<file path="src/rtl/assert_macros.svh">
// Assertion macros used by the trie RTL.
`ifndef ASSERT_MACROS_SVH
`define ASSERT_MACROS_SVH

// Same-cycle implication, masked while in reset.
`define BTRIE_ASSERT_IMP(lbl, clk, rst_n, ante, cons) \
  lbl: assert property (@(posedge clk) disable iff (!rst_n) (ante) |-> (cons)) \
    else $error("btrie assertion failed");

// Next-cycle implication, masked while in reset.
`define BTRIE_ASSERT_NXT(lbl, clk, rst_n, ante, cons) \
  lbl: assert property (@(posedge clk) disable iff (!rst_n) (ante) |=> (cons)) \
    else $error("btrie assertion failed");

`endif

</file>
<file path="src/rtl/btrie_pkg.sv">
// Package: constants, item types and memory request types of the byte trie.
`timescale 1ns / 1ps
package btrie_pkg;

  localparam int NODES     = 1024;
  localparam int ALPHABET  = 256;
  localparam int NODE_W    = $clog2(NODES);
  localparam int SYM_W     = 8;
  localparam int SYM_IDX_W = (ALPHABET > 1) ? $clog2(ALPHABET) : 1;
  localparam int ROW_W     = NODE_W + SYM_IDX_W;
  localparam int EDGE_DEPTH = NODES * (1 << SYM_IDX_W);
  localparam int NODE_OUT_W = 10;

  typedef enum logic [1:0] {
    KIND_INS_BYTE = 2'd0,
    KIND_INS_END  = 2'd1,
    KIND_LKP_BYTE = 2'd2,
    KIND_LKP_END  = 2'd3
  } kind_t;

  typedef enum logic [1:0] {
    ST_IDLE,
    ST_EDGE,
    ST_NODE
  } state_t;

  typedef struct packed {
    logic [1:0]       kind;
    logic [SYM_W-1:0] symbol;
  } in_item_t;

  typedef struct packed {
    logic                  hit;
    logic [NODE_OUT_W-1:0] node;
    logic                  word_end;
    logic                  full_res;
  } out_item_t;

  // Per-node entry: word-end mark and the edge-table row that created the node.
  typedef struct packed {
    logic             end_mark;
    logic [ROW_W-1:0] parent;
  } node_ent_t;

  typedef struct packed {
    logic              we;
    logic [ROW_W-1:0]  waddr;
    logic [NODE_W-1:0] wdata;
    logic              re;
    logic [ROW_W-1:0]  raddr;
  } edge_req_t;

  typedef struct packed {
    logic              we;
    logic [NODE_W-1:0] waddr;
    node_ent_t         wdata;
    logic              re;
    logic [NODE_W-1:0] raddr;
  } node_req_t;

  typedef struct packed {
    logic      valid;
    out_item_t item;
  } res_push_t;

endpackage

</file>
<file path="src/rtl/btrie_ctrl.sv">
// Sequencer: cursor, allocation counter and edge/node memory read-modify-write.
`timescale 1ns / 1ps
`include "assert_macros.svh"
module btrie_ctrl import btrie_pkg::*; (
  input  logic              clk,
  input  logic              rst_n,
  input  logic              in_valid,
  input  in_item_t          in_data,
  output logic              in_stall,
  input  logic              slot_free,
  output res_push_t         push,
  output edge_req_t         edge_req,
  input  logic [NODE_W-1:0] edge_rdata,
  output node_req_t         node_req,
  input  node_ent_t         node_rdata
);

  state_t            state_r, state_nxt;
  logic [NODE_W-1:0] cursor_r, cursor_nxt;
  logic [ROW_W-1:0]  cursor_ix_r, cursor_ix_nxt;
  logic              cursor_end_r, cursor_end_nxt;
  logic [NODE_W-1:0] next_free_r, next_free_nxt;
  logic              root_mark_r, root_mark_nxt;
  logic [ROW_W-1:0]  ix_r, ix_nxt;
  logic              is_ins_r, is_ins_nxt;

  logic              accept;
  logic              sym_ok;
  logic [ROW_W-1:0]  row_in;
  logic              edge_ok;
  logic              table_full;
  logic [NODE_W-1:0] alloc_node;

  assign sym_ok     = ({1'b0, in_data.symbol} < (SYM_W + 1)'(ALPHABET));
  assign row_in     = {cursor_r, in_data.symbol[SYM_IDX_W-1:0]};
  assign table_full = (next_free_r == NODE_W'(NODES - 1));
  assign alloc_node = next_free_r + NODE_W'(1);
  // A stale entry either points past the allocated nodes or at a node made elsewhere.
  assign edge_ok    = (edge_rdata != '0) && (edge_rdata <= next_free_r)
                      && (node_rdata.parent == ix_r);

  assign in_stall = !((state_r == ST_IDLE) && slot_free);
  assign accept   = in_valid && !in_stall;

  always_ff @(posedge clk) begin
    if (!rst_n) begin
      state_r      <= ST_IDLE;
      cursor_r     <= '0;
      cursor_end_r <= 1'b0;
      next_free_r  <= '0;
      root_mark_r  <= 1'b0;
    end else begin
      state_r      <= state_nxt;
      cursor_r     <= cursor_nxt;
      cursor_end_r <= cursor_end_nxt;
      next_free_r  <= next_free_nxt;
      root_mark_r  <= root_mark_nxt;
    end
  end

  always_ff @(posedge clk) begin
    cursor_ix_r <= cursor_ix_nxt;
    ix_r        <= ix_nxt;
    is_ins_r    <= is_ins_nxt;
  end

  always_comb begin
    state_nxt      = state_r;
    cursor_nxt     = cursor_r;
    cursor_ix_nxt  = cursor_ix_r;
    cursor_end_nxt = cursor_end_r;
    next_free_nxt  = next_free_r;
    root_mark_nxt  = root_mark_r;
    ix_nxt         = ix_r;
    is_ins_nxt     = is_ins_r;
    push           = '0;
    edge_req       = '0;
    node_req       = '0;

    unique case (state_r)
      ST_IDLE: begin
        if (accept) begin
          unique case (kind_t'(in_data.kind)) inside
            KIND_INS_END: begin
              push.valid = 1'b1;
              if (cursor_r == '0) begin
                root_mark_nxt      = 1'b1;
                push.item.word_end = 1'b1;
              end else begin
                node_req.we             = 1'b1;
                node_req.waddr          = cursor_r;
                node_req.wdata.end_mark = 1'b1;
                node_req.wdata.parent   = cursor_ix_r;
                push.item.word_end      = root_mark_r;
              end
              cursor_nxt     = '0;
              cursor_end_nxt = push.item.word_end;
            end
            KIND_LKP_END: begin
              push.valid         = 1'b1;
              push.item.word_end = root_mark_r;
              cursor_nxt         = '0;
              cursor_end_nxt     = root_mark_r;
            end
            KIND_INS_BYTE, KIND_LKP_BYTE: begin
              if (!sym_ok) begin
                // No edge can exist: stay put.
                push.valid         = 1'b1;
                push.item.node     = NODE_OUT_W'(cursor_r);
                push.item.word_end = cursor_end_r;
              end else begin
                edge_req.re    = 1'b1;
                edge_req.raddr = row_in;
                ix_nxt         = row_in;
                is_ins_nxt     = (kind_t'(in_data.kind) == KIND_INS_BYTE);
                state_nxt      = ST_EDGE;
              end
            end
            default: begin
            end
          endcase
        end
      end
      ST_EDGE: begin
        node_req.re    = 1'b1;
        node_req.raddr = edge_rdata;
        state_nxt      = ST_NODE;
      end
      ST_NODE: begin
        // Hold memory read data until the output slot frees up.
        if (slot_free) begin
          push.valid = 1'b1;
          state_nxt  = ST_IDLE;
          if (edge_ok) begin
            push.item.hit  = 1'b1;
            cursor_nxt     = edge_rdata;
            cursor_ix_nxt  = ix_r;
            cursor_end_nxt = node_rdata.end_mark;
          end else if (is_ins_r && !table_full) begin
            next_free_nxt           = alloc_node;
            edge_req.we             = 1'b1;
            edge_req.waddr          = ix_r;
            edge_req.wdata          = alloc_node;
            node_req.we             = 1'b1;
            node_req.waddr          = alloc_node;
            node_req.wdata.end_mark = 1'b0;
            node_req.wdata.parent   = ix_r;
            cursor_nxt              = alloc_node;
            cursor_ix_nxt           = ix_r;
            cursor_end_nxt          = 1'b0;
          end else if (is_ins_r) begin
            push.item.full_res = 1'b1;
          end
          push.item.node     = NODE_OUT_W'(cursor_nxt);
          push.item.word_end = cursor_end_nxt;
        end
      end
      default: begin
        state_nxt = ST_IDLE;
      end
    endcase
  end

  `BTRIE_ASSERT_NXT(a_next_free_mono, clk, rst_n, 1'b1, next_free_r >= $past(next_free_r))
  `BTRIE_ASSERT_IMP(a_cursor_alloc, clk, rst_n, 1'b1, cursor_r <= next_free_r)
  `BTRIE_ASSERT_IMP(a_push_slot, clk, rst_n, push.valid, slot_free)
  `BTRIE_ASSERT_IMP(a_hit_not_full, clk, rst_n, push.valid, !(push.item.hit && push.item.full_res))

endmodule

</file>
<file path="config.mk">
export PLATFORM = sky130hd
export DESIGN_NAME = btrie_ctrl
export DESIGN_NICKNAME = d
export VERILOG_FILES = /design/src/rtl/btrie_pkg.sv /design/src/rtl/btrie_ctrl.sv
export VERILOG_INCLUDE_DIRS = /design/src /design/src/rtl
export SDC_FILE = /design/constraint.sdc
export NUM_CORES = 1
export LEC_CHECK = 0
export BUFFER_PORTS_ARGS = -buffer_cell sky130_fd_sc_hd__buf_2
export CAP_MARGIN = 10
export CORE_MARGIN = 4
export CORE_UTILIZATION = 45
export CTS_CLUSTER_DIAMETER = 200
export DETAILED_ROUTE_END_ITERATION = 7
export MAX_ROUTING_LAYER = met4
export PLACE_DENSITY_LB_ADDON = 0.1
export RECOVER_POWER = 25
export SYNTH_ARGS = -nofsm -noshare
export SYNTH_HDL_FRONTEND = slang
export SYNTH_SLANG_ARGS = --single-unit
</file>
<file path="constraint.sdc">
create_clock -name clk -period 4.8 [get_ports clk]
set_input_delay 0.48 -clock clk [delete_from_list [all_inputs] [get_ports clk]]
set_output_delay 0.48 -clock clk [all_outputs]
set_load 0.005 [all_outputs]
</file>
==> flow_metrics.env <==
export IMPL_cts_setup_buffers=0
export IMPL_fin_skew_ns=0.0134
export IMPL_cap_violations=0
export IMPL_crit_path_max_fanout=26
export IMPL_dp_hpwl_mm=9.16
export IMPL_num_antenna_cells=0
export IMPL_utilization_pct=58.9
export IMPL_setup_viol=0
export IMPL_synth_most_common_cell="nand2_1"
export IMPL_setup_slack_ns=0.965
export IMPL_synth_area_leader_cell="edfxtp_1"
export IMPL_fillers=781
export IMPL_cts_buffer_depth=2
export IMPL_path_cells="and2b_1 > nand2_1 > nor3b_4 > nand2_2 > o21ai_0 > buf_2"
export IMPL_root_buffer="clkbuf_8"
export IMPL_start_kind="flip-flop"
export IMPL_synth_top_area_share_pct=28.3
export IMPL_globalplace_congestion=0.961
export IMPL_synth_area_um2=3920
export IMPL_synthCells=420
export IMPL_ant_nets=0
export IMPL_final_max_slew_viol_count=0
export IMPL_cts_resized_gates=0
export IMPL_max_freq_mhz=261
export IMPL_ys_flop_type="edfxtp_1"
export IMPL_ir_drop_mv=0.125
export IMPL_dieArea_um2=10300
export IMPL_antenna_found_initial=0
export IMPL_die_y_um=101
export IMPL_async_flop_share_pct=0
export IMPL_ios=147
export IMPL_synth_edff_count=37
export IMPL_grt_pass1_vias=3546
export IMPL_crit_path_end_kind="output pin"
export IMPL_coreArea_um2=8340
export IMPL_postSynthAreaPerCell_um2=9.34
export IMPL_pwr_density_cell_nw_per_um2=240
export IMPL_routed_wl_mm=12.1
export IMPL_status="finished clean"
export IMPL_cts_sinks=61
export IMPL_regArea_um2=1590
export IMPL_tritoncts="built"
export IMPL_synth_cell_types=59
export IMPL_io_buffer_count=146
export IMPL_slowest_delay_ns=1.05
export IMPL_nets=616
export IMPL_cts_max_level=3
export IMPL_clk_pin_slew_worst_paths_ns=0.07
export IMPL_syn_to_final_growth_pct=25.2
export IMPL_worstMarginPinSlew_ns=1.48
export IMPL_via_per_inst=5.51
export IMPL_hold_class="in2reg"
export IMPL_synth_common_cells="47 x nand2_1, 37 x edfxtp_1, 34 x nor2_1"
export IMPL_finalSetupTns_ns=0
export IMPL_die_x_um=101
export IMPL_drtPass1Iterations=5
export IMPL_ys_warn_count=0
export IMPL_path_class="reg2out"
export IMPL_power_leakage_nw=2.41
export IMPL_numCtsBuffers=9
export IMPL_grt_usage_pct=24.0
export IMPL_cp_required_ns=4.32
export IMPL_syn_num_nets=474
export IMPL_fin_crit_ns=3.83
export IMPL_worstSkewPairLatency_ns=0.34
export IMPL_hold_buffers=0
export IMPL_rsz0062_at_grt="no"
export IMPL_drt_iter0_drc=176
export IMPL_place_ws_ns=1.31
export IMPL_grt_first_pass_wirelength_mm=18.4
export IMPL_synth_seq_area_share_pct=40.6
export IMPL_wl_per_cell_um=17.9
export IMPL_crit_arrival_ns=3.35
export IMPL_dr_total_vias=3704
export IMPL_crit_slowest_cell="nor3b_4"
export IMPL_num_rows=33
export IMPL_hold_viol=0
export IMPL_synthTopCellsByArea="edfxtp_1 28%, dfxtp_1 12%, and2_1 4.9%, nand2_1 4.5%, a21o_1 4.0%"
export IMPL_finalCritPeriodShare_pct=79.9
export IMPL_multiInputGateArea_um2=2160
export IMPL_drive_above_1_share_pct=33.7
export IMPL_start_util_pct=47.0
export IMPL_route_detailed_drc=0
export IMPL_ys_seq_elements=61
export IMPL_grt_max_degree=38
export IMPL_gr_total_overflow=0
export IMPL_slew_limit_headroom_pct=1.10
==> area by class of cell <==
| type | instances | area share, % |
|---|---|---|
| Multi-Input combinational cell | 325 | 44.0 |
| Sequential cell | 61 | 32.4 |
| Timing Repair Buffer | 149 | 15.2 |
| Clock buffer | 10 | 2.80 |
| Tap cell | 105 | 2.68 |
| Clock inverter | 6 | 1.76 |
| Inverter | 16 | 1.22 |
==> worst max-delay path: cells and delay by family (launching register included) <==
family	cells	cell delay, ns
simple gates	4	2.20
flops	1	0.33
compound gates	1	0.32
buf+inv	1	0.16
==> where the power goes <==
group	switching (mW)	internal, mW	total [mW]
Sequential	0.00523	0.559	0.564
Clock	0.217	0.306	0.523
Combinational	0.0551	0.0363	0.0915
Total	0.277	0.901	1.18
==> flip-flops by register name, summed over array words and instances, names as in the netlist <==
register	flops
next_free_r	10
cursor_end_r	1
state_r	2
root_mark_r	1
ix_r	18
cursor_ix_r	18
cursor_r	10
is_ins_r	1
==> through the flow <==
stage / std cells / hold slack [ns] / cell area [um^2] / power (mW)
6_report: 672 / 0.324 / 4910 / 1.18
3_5_place_dp: 656 / 0.481 / 4700 / 0.667
2_1_floorplan: 420 / 0.462 / 3920 / 0.619
5_1_grt: 672 / 0.307 / 4910 / 1.22
3_3_place_gp: 656 / 0.472 / 4700 / 0.665
4_1_cts: 672 / 0.310 / 4920 / 1.18
==> placed cells by master (no fill, tap or decap), types with 17 or more instances in the layout <==
cell type / netlist / layout
buf_2: 3 / 142
nand2_1: 47 / 47
edfxtp_1: 37 / 37
nor2_1: 34 / 34
and2_1: 31 / 31
dfxtp_1: 24 / 24
a21o_1: 21 / 21
o21ai_0: 22 / 21
xor2_1: 17 / 17
==> path summary, 6_finish.rpt <==
path | to | start | depth (start not counted) | slack, ns
setup / recovery | node_req[37] | state_r[0] | 6 | 0.97
hold / removal | ix_r[5] | in_data[5] | 1 | 0.32
setup reg to reg | cursor_ix_r[8] | next_free_r[3] | 7 | 1.54
hold reg to reg | cursor_ix_r[1] | ix_r[1] | 0 | 0.50
==> routing by layer <==
layer	track usage, %	share of wire, %
met5	-	0
met4	7.67	1.7
met3	4.20	7.7
met2	39.0	48
met1	30.3	43
==> cell families after synthesis <==
family | after synthesis | share of synthesized area, %
fa+ha+maj | 11 | 3.51
simple gates | 188 | 27.4
mux | 11 | 2.84
compound gates | 89 | 15.2
xor+xnor | 26 | 5.81
flops | 61 | 40.6
buf+inv | 34 | 4.66
Note: power is estimated with default switching activity, not from simulation.
